## config.mk

```make
export PLATFORM = sky130hd
export DESIGN_NAME = led_dimmer_fade_timeout
export DESIGN_NICKNAME = d
export VERILOG_FILES = /design/src/rtl/core/ldf_pkg.sv /design/src/rtl/core/led_dimmer_fade_timeout.sv /design/src/rtl/core/ldf_state.sv /design/src/rtl/core/ldf_mul.sv /design/src/rtl/core/ldf_seq.sv
export SDC_FILE = /design/constraint.sdc
export NUM_CORES = 2
export LEC_CHECK = 0
export BUFFER_PORTS_ARGS = -buffer_cell sky130_fd_sc_hd__buf_2
export CORE_ASPECT_RATIO = 1.1
export CORE_MARGIN = 2
export CORE_UTILIZATION = 25
export CTS_BUF_LIST = sky130_fd_sc_hd__clkbuf_2
export CTS_CLUSTER_DIAMETER = 40
export DETAILED_ROUTE_END_ITERATION = 7
export MAX_ROUTING_LAYER = met4
export PLACE_DENSITY = 0.38
export SETUP_SLACK_MARGIN = 0.02
export SLEW_MARGIN = 10
export SYNTH_ARGS = -nofsm -noshare
export SYNTH_HDL_FRONTEND = slang
export SYNTH_SLANG_ARGS = --single-unit
```

## constraint.sdc

```tcl
create_clock -name clk -period 9.38 [get_ports clk]
set_clock_uncertainty 0.15 [all_clocks]
set_input_delay 2.345 -clock clk [delete_from_list [all_inputs] [get_ports clk]]
set_output_delay 2.345 -clock clk [all_outputs]
set_load 0.02 [all_outputs]
```

## src/rtl/core/ldf_pkg.sv

```systemverilog
// shared types and constants for the led dimmer with fade and display timeout
package ldf_pkg;

  localparam int unsigned MUL_W  = 24;
  localparam int unsigned PROD_W = 2 * MUL_W;

  typedef enum logic [2:0] {
    CFG_START_LEVEL   = 3'd0,
    CFG_STEP_SIZE     = 3'd1,
    CFG_IDLE_TIMEOUT  = 3'd2,
    CFG_FADE_INTERVAL = 3'd3,
    CFG_FULL_LUMENS   = 3'd4
  } cfg_idx_t;

  localparam logic [7:0]  START_LEVEL_RST   = 8'd0;
  localparam logic [7:0]  STEP_SIZE_RST     = 8'd15;
  localparam logic [15:0] IDLE_TIMEOUT_RST  = 16'd5000;
  localparam logic [7:0]  FADE_INTERVAL_RST = 8'd5;
  localparam logic [15:0] FULL_LUMENS_RST   = 16'd1000;

  // round-up reciprocals, exact over the operand ranges used here
  localparam logic [MUL_W-1:0] RECIP_255 = 24'd65794;    // shift 24
  localparam logic [MUL_W-1:0] RECIP_100 = 24'd10737419; // shift 30
  localparam logic [MUL_W-1:0] RECIP_BAT = 24'd3729181;  // 1/36855, shift 37

  localparam logic [MUL_W-1:0] PCT_SCALE = 24'd100;
  localparam logic [MUL_W-1:0] BAR_SCALE = 24'd126;
  localparam logic [MUL_W-1:0] BAT_SCALE = 24'd6600;
  localparam logic [MUL_W-1:0] UNITY     = 24'd1;
  localparam logic [24:0]      BAT_OFFSET = 25'd13513500;
  localparam logic [11:0]      BAT_LO    = 12'd2047;
  localparam logic [11:0]      BAT_HI    = 12'd2607;
  localparam logic [6:0]       PCT_FULL  = 7'd100;

  typedef struct packed {
    logic [7:0]  start_level;
    logic [7:0]  step_size;
    logic [15:0] idle_timeout;
    logic [7:0]  fade_interval;
    logic [15:0] full_lumens;
  } cfg_t;

  typedef struct packed {
    logic [7:0] drive_level;
    logic [7:0] goal_level;
    logic       display_on;
  } lvl_t;

  typedef struct packed {
    logic upd;
    logic up;
    logic down;
  } tick_t;

  typedef struct packed {
    logic             en;
    logic [MUL_W-1:0] a;
    logic [MUL_W-1:0] b;
  } mul_req_t;

endpackage

```

## src/rtl/core/led_dimmer_fade_timeout.sv

```systemverilog
// top level of the led dimmer with fade, display timeout and battery gauge
//
//   port group  direction  transfer condition       carries
//   in_*        input      in_valid & in_ready      press events, battery sample
//   out_*       output     out_valid & out_ready    duty, target, gauges, screen flag
//   cfg_*       input      cfg_valid & cfg_ready    register index and write data
//
// each tick first passes through an update state that updates level, idle and
// fade state, then the states M0 to M8 drive the shared 24x24 multiplier to compute
// the percent, lumen, bar and battery figures, one product per cycle
// a result waiting in the output register holds off only the final load
// reset is synchronous; no clearing pass, the block is ready right after reset
module led_dimmer_fade_timeout (
  input  logic        clk,
  input  logic        rst_n,
  input  logic        in_valid,
  output logic        in_ready,
  input  logic        in_up_press,
  input  logic        in_down_press,
  input  logic [11:0] in_battery_sample,
  output logic        out_valid,
  input  logic        out_ready,
  output logic [7:0]  out_pwm_duty,
  output logic [7:0]  out_target_level,
  output logic [6:0]  out_level_percent,
  output logic [15:0] out_lumen_estimate,
  output logic [6:0]  out_bar_width,
  output logic [6:0]  out_battery_percent,
  output logic        out_screen_active,
  input  logic        cfg_valid,
  output logic        cfg_ready,
  input  logic [2:0]  cfg_index,
  input  logic [15:0] cfg_data
);

  ldf_pkg::cfg_t     cfg_r;
  ldf_pkg::lvl_t     lvl;
  ldf_pkg::tick_t    tick;
  ldf_pkg::mul_req_t req;
  logic [ldf_pkg::PROD_W-1:0] prod_r;
  logic cfg_we;
  logic load_start;

  assign cfg_ready  = 1'b1;
  assign cfg_we     = cfg_valid & cfg_ready;
  assign load_start = cfg_we && (cfg_index == ldf_pkg::CFG_START_LEVEL);

  always_ff @(posedge clk) begin
    if (!rst_n) begin
      cfg_r.start_level   <= ldf_pkg::START_LEVEL_RST;
      cfg_r.step_size     <= ldf_pkg::STEP_SIZE_RST;
      cfg_r.idle_timeout  <= ldf_pkg::IDLE_TIMEOUT_RST;
      cfg_r.fade_interval <= ldf_pkg::FADE_INTERVAL_RST;
      cfg_r.full_lumens   <= ldf_pkg::FULL_LUMENS_RST;
    end else if (cfg_we) begin
      unique case (cfg_index)
        ldf_pkg::CFG_START_LEVEL:   cfg_r.start_level   <= cfg_data[7:0];
        ldf_pkg::CFG_STEP_SIZE:     cfg_r.step_size     <= cfg_data[7:0];
        ldf_pkg::CFG_IDLE_TIMEOUT:  cfg_r.idle_timeout  <= cfg_data;
        ldf_pkg::CFG_FADE_INTERVAL: cfg_r.fade_interval <= cfg_data[7:0];
        ldf_pkg::CFG_FULL_LUMENS:   cfg_r.full_lumens   <= cfg_data;
        default: ;
      endcase
    end
  end

  ldf_state u_state (
    .clk        (clk),
    .rst_n      (rst_n),
    .cfg        (cfg_r),
    .load_start (load_start),
    .load_value (cfg_data[7:0]),
    .tick       (tick),
    .lvl        (lvl)
  );

  ldf_mul u_mul (
    .clk    (clk),
    .req    (req),
    .prod_r (prod_r)
  );

  ldf_seq u_seq (
    .clk                 (clk),
    .rst_n               (rst_n),
    .in_valid            (in_valid),
    .in_ready            (in_ready),
    .in_up_press         (in_up_press),
    .in_down_press       (in_down_press),
    .in_battery_sample   (in_battery_sample),
    .cfg                 (cfg_r),
    .lvl                 (lvl),
    .tick                (tick),
    .req                 (req),
    .prod_r              (prod_r),
    .out_valid           (out_valid),
    .out_ready           (out_ready),
    .out_pwm_duty        (out_pwm_duty),
    .out_target_level    (out_target_level),
    .out_level_percent   (out_level_percent),
    .out_lumen_estimate  (out_lumen_estimate),
    .out_bar_width       (out_bar_width),
    .out_battery_percent (out_battery_percent),
    .out_screen_active   (out_screen_active)
  );

  // drive level moves by at most one count per update
  a_drive_step: assert property (@(posedge clk) disable iff (!rst_n)
    ($past(rst_n) && !$past(load_start)) |->
      (lvl.drive_level == $past(lvl.drive_level) ||
       lvl.drive_level == $past(lvl.drive_level) + 8'd1 ||
       lvl.drive_level == $past(lvl.drive_level) - 8'd1))
    else $error("drive level jumped");

  // presses while the display is dark leave the target alone
  a_dark_goal: assert property (@(posedge clk) disable iff (!rst_n)
    ($past(rst_n) && !$past(load_start) && !$past(lvl.display_on)) |->
      (lvl.goal_level == $past(lvl.goal_level)))
    else $error("target changed while display off");

  a_out_range: assert property (@(posedge clk) disable iff (!rst_n)
    out_valid |->
      (out_battery_percent <= 7'd100 && out_level_percent <= 7'd100 &&
       out_bar_width <= 7'd126))
    else $error("gauge output out of range");

endmodule

```

## src/rtl/core/ldf_state.sv

```systemverilog
// level, target, idle and fade state updated once per tick
module ldf_state (
  input  logic          clk,
  input  logic          rst_n,
  input  ldf_pkg::cfg_t cfg,
  input  logic          load_start,
  input  logic [7:0]    load_value,
  input  ldf_pkg::tick_t tick,
  output ldf_pkg::lvl_t lvl
);

  logic [7:0]  drive_r, drive_nxt;
  logic [7:0]  goal_r, goal_nxt;
  logic [15:0] idle_r, idle_nxt;
  logic        disp_r, disp_nxt;
  logic [7:0]  fade_r, fade_nxt;

  logic [8:0]  sum_up;
  logic [7:0]  goal_a;
  logic        press;
  logic [7:0]  fade_inc;
  logic        fade_step;

  always_comb begin
    sum_up = {1'b0, goal_r} + {1'b0, cfg.step_size};
    goal_a = goal_r;
    if (tick.up && disp_r) begin
      goal_a = sum_up[8] ? 8'hFF : sum_up[7:0];
    end
    goal_nxt = goal_a;
    if (tick.down && disp_r) begin
      goal_nxt = (goal_a >= cfg.step_size) ? goal_a - cfg.step_size : 8'd0;
    end

    press = tick.up | tick.down;
    if (press) begin
      idle_nxt = 16'd0;
    end else if (idle_r != 16'hFFFF) begin
      idle_nxt = idle_r + 16'd1;
    end else begin
      idle_nxt = idle_r;
    end
    disp_nxt = (press | disp_r) & ~(idle_nxt > cfg.idle_timeout);

    fade_inc  = (fade_r != 8'hFF) ? fade_r + 8'd1 : fade_r;
    fade_step = fade_inc >= cfg.fade_interval;
    fade_nxt  = fade_step ? 8'd0 : fade_inc;
    drive_nxt = drive_r;
    if (fade_step) begin
      if (drive_r < goal_nxt) begin
        drive_nxt = drive_r + 8'd1;
      end else if (drive_r > goal_nxt) begin
        drive_nxt = drive_r - 8'd1;
      end
    end
  end

  always_ff @(posedge clk) begin
    if (!rst_n) begin
      drive_r <= ldf_pkg::START_LEVEL_RST;
      goal_r  <= ldf_pkg::START_LEVEL_RST;
      idle_r  <= 16'd0;
      disp_r  <= 1'b1;
      fade_r  <= 8'd0;
    end else if (load_start) begin
      drive_r <= load_value;
      goal_r  <= load_value;
    end else if (tick.upd) begin
      drive_r <= drive_nxt;
      goal_r  <= goal_nxt;
      idle_r  <= idle_nxt;
      disp_r  <= disp_nxt;
      fade_r  <= fade_nxt;
    end
  end

  assign lvl.drive_level = drive_r;
  assign lvl.goal_level  = goal_r;
  assign lvl.display_on  = disp_r;

endmodule

```

## src/rtl/core/ldf_mul.sv

```systemverilog
// shared multiplier with registered product
module ldf_mul (
  input  logic                          clk,
  input  ldf_pkg::mul_req_t             req,
  output logic [ldf_pkg::PROD_W-1:0]    prod_r
);

  always_ff @(posedge clk) begin
    if (req.en) begin
      prod_r <= {{ldf_pkg::MUL_W{1'b0}}, req.a} * {{ldf_pkg::MUL_W{1'b0}}, req.b};
    end
  end

endmodule

```

## src/rtl/core/ldf_seq.sv

```systemverilog
// sequencer driving the shared multiplier and holding the result register
module ldf_seq (
  input  logic                       clk,
  input  logic                       rst_n,
  input  logic                       in_valid,
  output logic                       in_ready,
  input  logic                       in_up_press,
  input  logic                       in_down_press,
  input  logic [11:0]                in_battery_sample,
  input  ldf_pkg::cfg_t              cfg,
  input  ldf_pkg::lvl_t              lvl,
  output ldf_pkg::tick_t             tick,
  output ldf_pkg::mul_req_t          req,
  input  logic [ldf_pkg::PROD_W-1:0] prod_r,
  output logic                       out_valid,
  input  logic                       out_ready,
  output logic [7:0]                 out_pwm_duty,
  output logic [7:0]                 out_target_level,
  output logic [6:0]                 out_level_percent,
  output logic [15:0]                out_lumen_estimate,
  output logic [6:0]                 out_bar_width,
  output logic [6:0]                 out_battery_percent,
  output logic                       out_screen_active
);

  typedef enum logic [11:0] {
    ST_IDLE = 12'b0000_0000_0001,
    ST_UPD  = 12'b0000_0000_0010,
    ST_M0   = 12'b0000_0000_0100,
    ST_M1   = 12'b0000_0000_1000,
    ST_M2   = 12'b0000_0001_0000,
    ST_M3   = 12'b0000_0010_0000,
    ST_M4   = 12'b0000_0100_0000,
    ST_M5   = 12'b0000_1000_0000,
    ST_M6   = 12'b0001_0000_0000,
    ST_M7   = 12'b0010_0000_0000,
    ST_M8   = 12'b0100_0000_0000,
    ST_DONE = 12'b1000_0000_0000
  } seq_state_t;

  seq_state_t  state_r, state_nxt;
  logic        up_r, down_r;
  logic [11:0] raw_r;
  logic [6:0]  pct_r;
  logic [15:0] lumen_r;
  logic [6:0]  bar_r;
  logic        out_valid_r, out_valid_nxt;
  logic        out_load;
  logic [24:0] bat_diff;
  logic [6:0]  bat_pct;

  assign bat_diff = prod_r[24:0] - ldf_pkg::BAT_OFFSET;

  always_comb begin
    if (raw_r <= ldf_pkg::BAT_LO) begin
      bat_pct = 7'd0;
    end else if (raw_r >= ldf_pkg::BAT_HI) begin
      bat_pct = ldf_pkg::PCT_FULL;
    end else begin
      bat_pct = prod_r[43:37];
    end
  end

  always_comb begin
    state_nxt = state_r;
    req       = '0;
    tick.upd  = 1'b0;
    tick.up   = up_r;
    tick.down = down_r;
    out_load  = 1'b0;
    unique case (state_r)
      ST_IDLE: begin
        if (in_valid) begin
          state_nxt = ST_UPD;
        end
      end
      ST_UPD: begin
        tick.upd  = 1'b1;
        state_nxt = ST_M0;
      end
      ST_M0: begin
        req       = '{1'b1, ldf_pkg::MUL_W'(lvl.goal_level), ldf_pkg::PCT_SCALE};
        state_nxt = ST_M1;
      end
      ST_M1: begin
        req       = '{1'b1, ldf_pkg::MUL_W'(prod_r[14:0]), ldf_pkg::RECIP_255};
        state_nxt = ST_M2;
      end
      ST_M2: begin
        req       = '{1'b1, ldf_pkg::MUL_W'(prod_r[30:24]), ldf_pkg::MUL_W'(cfg.full_lumens)};
        state_nxt = ST_M3;
      end
      ST_M3: begin
        req       = '{1'b1, ldf_pkg::MUL_W'(prod_r[22:0]), ldf_pkg::RECIP_100};
        state_nxt = ST_M4;
      end
      ST_M4: begin
        req       = '{1'b1, ldf_pkg::MUL_W'(pct_r), ldf_pkg::BAR_SCALE};
        state_nxt = ST_M5;
      end
      ST_M5: begin
        req       = '{1'b1, ldf_pkg::MUL_W'(prod_r[13:0]), ldf_pkg::RECIP_100};
        state_nxt = ST_M6;
      end
      ST_M6: begin
        req       = '{1'b1, ldf_pkg::MUL_W'(raw_r), ldf_pkg::BAT_SCALE};
        state_nxt = ST_M7;
      end
      ST_M7: begin
        req       = '{1'b1, ldf_pkg::MUL_W'(bat_diff[21:0]), ldf_pkg::UNITY};
        state_nxt = ST_M8;
      end
      ST_M8: begin
        req       = '{1'b1, ldf_pkg::MUL_W'(prod_r[21:0]), ldf_pkg::RECIP_BAT};
        state_nxt = ST_DONE;
      end
      ST_DONE: begin
        if (!out_valid_r || out_ready) begin
          out_load  = 1'b1;
          state_nxt = ST_IDLE;
        end
      end
      default: state_nxt = ST_IDLE;
    endcase
  end

  assign in_ready = (state_r == ST_IDLE);

  always_comb begin
    if (out_load) begin
      out_valid_nxt = 1'b1;
    end else if (out_ready) begin
      out_valid_nxt = 1'b0;
    end else begin
      out_valid_nxt = out_valid_r;
    end
  end

  always_ff @(posedge clk) begin
    if (!rst_n) begin
      state_r     <= ST_IDLE;
      out_valid_r <= 1'b0;
    end else begin
      state_r     <= state_nxt;
      out_valid_r <= out_valid_nxt;
    end
  end

  // captured input and intermediate results
  always_ff @(posedge clk) begin
    if (in_valid && in_ready) begin
      up_r   <= in_up_press;
      down_r <= in_down_press;
      raw_r  <= in_battery_sample;
    end
    if (state_r == ST_M2) begin
      pct_r <= prod_r[30:24];
    end
    if (state_r == ST_M4) begin
      lumen_r <= prod_r[45:30];
    end
    if (state_r == ST_M6) begin
      bar_r <= prod_r[36:30];
    end
    if (out_load) begin
      out_pwm_duty        <= lvl.drive_level;
      out_target_level    <= lvl.goal_level;
      out_level_percent   <= pct_r;
      out_lumen_estimate  <= lumen_r;
      out_bar_width       <= bar_r;
      out_battery_percent <= bat_pct;
      out_screen_active   <= lvl.display_on;
    end
  end

  assign out_valid = out_valid_r;

endmodule
```

==> key figures <==
Outcome
  – Outcome: complete, no violations

Setup path
  – Worst path slowest cell: fa_1
  – WP buf/inv: 6
  – Crit path max-delay family: adder cells
  – Worst setup EP type: flop
  – Largest stage delay on the critical path: 0.55 ns
  – Most frequent CP cell: fa_1
  – Setup crit start kind: flop
  – Crit Path Max Fanout: 5
  – Data required time at the worst endpoint: 10.03 ns
  – Arr. time, crit path: 9.74 ns
  – Critical setup path kind: flop to flop

Power and ir drop
  – Static leakage: 15.72 nW
  – Worst VDD drop: 0.07213 mV
  – Pwr per Cell Area: 95.40 nW/µm²
  – Power consumption: 3.133 mW

Floorplan
  – Starting Density: 25.22%
  – Die Wd: 325.4 µm
  – Core footprint: 112700 µm²
  – Die Ht: 357.6 µm
  – Die area: 116400 µm²
  – Row count: 129
  – Number of I/O pins: 95

STA
  – Sum of negative setup slack: 0 ns
  – Setup violators final: 0
  – Highest clock rate: 110.0 MHz
  – Unrepaired setup endpoints after global routing: true
  – Hold Slack: 0.2535 ns
  – Final hold vios: 0
  – Tcrit/Tclk final: 96.93%
  – Worst slew margin: 24.32%
  – Final worst slack: 0.2884 ns
  – Slew Limit Fails: 0
  – Measured slew at the worst slew-check pin: 1.135 ns
  – Final min period: 9.092 ns

Final layout
  – FILL cells: 12.35k
  – Area growth syn-to-layout: 15.58%
  – Fin util: 29.15%
  – Sequential Area: 6336 µm²
  – Nets@finish: 4104
  – Proportion of layout cells with a drive suffix above 1: 14.19%
  – Area of the multi-input gates: 19400 µm²

Clock network
  – Clk slew on worst S/H paths: 0.10 ns
  – CTS Buffer Depth: 3
  – CTS tree: yes
  – Clock Latency Late Sink: 1.18 ns
  – # hold bufs at CTS: 0
  – # clock sinks: 245
  – H-tree Lvls: 3
  – CTS Buf Count: 75
  – Clk root buf: clkbuf_2

Yosys
  – Synth cell types: 95
  – Gate Count Post-Synth: 3071
  – Most instantiated library cell after synthesis: inv_1
  – Mapped Area: 28410 µm²
  – Area leader, netlist: fa_1
  – Ys async rst share: 0%
  – Post-synth top area share: 29.38%
  – Syn avg cell area: 9.252 µm²
  – Flops & latches, synth: 245
  – Sequential share of the synthesized area: 22.30%
  – Ranking of synthesized cells by area: fa_1 (29%), edfxtp_1 (15%), ha_1 (12%)
  – Top cells by count, synth: inv_1 (699), fa_1 (417), nand2_1 (368), ha_1 (266), nor2_1 (232)
  – YS warnings: 0
  – Synth Flop Type: edfxtp_1
  – Post-synth EDFFs: 143

Flow run
  – Max-cap viol count: 0

Route
  – Routed vias: 21.27k
  – Detailed Route Iter0 Violations: 971
  – Antenna Nets Post-Route: 0
  – Residual DRC: 0
  – Drt pass-1 iters: 6
  – Final wirelength: 95560 µm
  – DR WL/cell: 19.29 µm
  – Via/cell ratio: 4.294

Placed design
  – Port bufs: 93
  – Post-DP HPWL: 80510 µm
  – Dpl ws: -0.3406 ns
  – RD Place Congestion: 0.8744

GRT
  – Total GRT Usage: 17.22%
  – Initial antenna violation count: 4
  – Global-route wire length before repair: 145100 µm
  – Vias in the first global route: 22.76k
  – Largest net degree at the start of global routing: 55
  – Grt total ovfl: 0

Hold path
  – Type of the tightest min-delay check: flop to flop
worst register-to-register path, delay by kind of cell (launching register included):
kind	cells	cell delay, ns
fa+ha+maj	9	3.98
compound gates	9	1.93
simple gates	7	1.67
buf+inv	6	0.59
flops	1	0.41
xor+xnor	1	0.08
worst paths after layout:
kind / start / end / slack (ns) / cells past startpoint
setup / recovery: u_mul.prod_r[2] / u_mul.prod_r[45] / 0.29 / 32
hold / removal: u_seq.lumen_r[15] / u_seq.out_lumen_estimate[15] / 0.25 / 0
setup reg to reg: u_mul.prod_r[2] / u_mul.prod_r[45] / 0.29 / 32
hold reg to reg: u_seq.lumen_r[15] / u_seq.out_lumen_estimate[15] / 0.25 / 0
placed cells by master, fill, tap and decap left out, types with 7 or more instances in the layout:
cell | netlist | routed
nand2b_1 | 21 | 21
clkinv_1 | 0 | 12
edfxtp_1 | 143 | 143
xnor2_1 | 44 | 44
dfxtp_1 | 102 | 102
nand3_1 | 51 | 51
and2_1 | 51 | 51
nor2_1 | 232 | 230
o21ai_0 | 53 | 52
ha_1 | 266 | 266
or2_2 | 18 | 18
diode_2 | 0 | 7
a21oi_2 | 8 | 9
nor2_2 | 6 | 8
conb_1 | 2 | 54
fa_1 | 417 | 416
o21ai_1 | 9 | 10
and3_1 | 16 | 16
a22oi_1 | 11 | 10
nor2b_1 | 27 | 26
a211oi_1 | 16 | 15
clkbuf_2 | 2 | 111
o21a_1 | 14 | 14
a21oi_1 | 145 | 143
nand2_1 | 368 | 368
a21o_1 | 37 | 37
inv_1 | 699 | 699
nand4_1 | 22 | 22
o211ai_1 | 11 | 11
buf_2 | 25 | 93
nor3_1 | 25 | 23
clkinv_2 | 0 | 7
buf_4 | 4 | 178
xor2_1 | 28 | 28
report_power, final:
group          switching [mW]  internal, mW  total (mW)
registers              0.0209          1.17        1.19
logic                   0.619         0.419        1.04
clock network           0.532         0.372       0.904
total                    1.17          1.96        3.13
registers in the layout, indices dropped and copies added, names as in the netlist:
register	flops
u_seq.state_r	12
u_seq.out_pwm_duty	8
u_seq.up_r	1
u_seq.out_bar_width	7
u_seq.out_target_level	8
u_seq.lumen_r	16
u_seq.out_level_percent	7
u_seq.out_valid	1
u_state.drive_r	8
u_seq.out_screen_active	1
u_state.idle_r	16
u_seq.raw_r	12
u_state.disp_r	1
u_state.goal_r	8
cfg_r	48
u_seq.bar_r	7
u_seq.pct_r	7
u_state.fade_r	8
u_seq.down_r	1
u_seq.out_lumen_estimate	16
u_seq.out_battery_percent	7
u_mul.prod_r	45
routing by layer:
metal / share of wire [%] / up-vias / global-route usage, %
met1: 46 / 10570 / 22.17
met4: 2.2 / 0 / 4.581
li1: - / 10260 / -
met3: 2.9 / 104 / 1.836
met5: 0 / - / -
met2: 49 / 328 / 28.88
area by class of cell:
class,count,share of cell area (%)
Multi-Input combinational cell,2087,59.09
Sequential cell,245,19.29
Inverter,700,8.001
Tap cell,1506,5.738
Timing Repair Buffer,274,5.669
Clock buffer,111,1.692
Clock inverter,23,0.4610
Antenna cell,7,0.05334
kinds of logic (layout without fill, tap and decap cells):
| kind of cell | after synthesis | in the layout | share of synthesized area (%) |
|---|---|---|---|
| and+or+nand+nor | 892 | 892 | 14.56 |
| buffers and inverters | 791 | 1108 | 10.64 |
| adders and majority gates | 683 | 683 | 41.10 |
| AOI/OAI and AO/OA | 376 | 376 | 8.768 |
| DFF | 245 | 245 | 22.30 |
| xor gates and xnor gates | 72 | 72 | 2.220 |
| muxes | 10 | 10 | 0.3963 |
| other | 2 | 61 | 0.02643 |
per-stage QoR:
stage	instance area (µm²)	instances
final	32840	4953
after global routing	32830	4950
after CTS	32720	4945
after detailed placement	32000	4810
after global placement	32000	4810
after floorplan	28610	3123
repair_timing:
| action | in CTS | in global routing |
|---|---|---|
| endpoints found under the setup margin | 5 | 15 |
| gates resized for setup | 2 | 15 |
| setup buffers | 1 | 1 |
| pin swaps | 1 | 6 |
(Power assumes the default switching activity.)
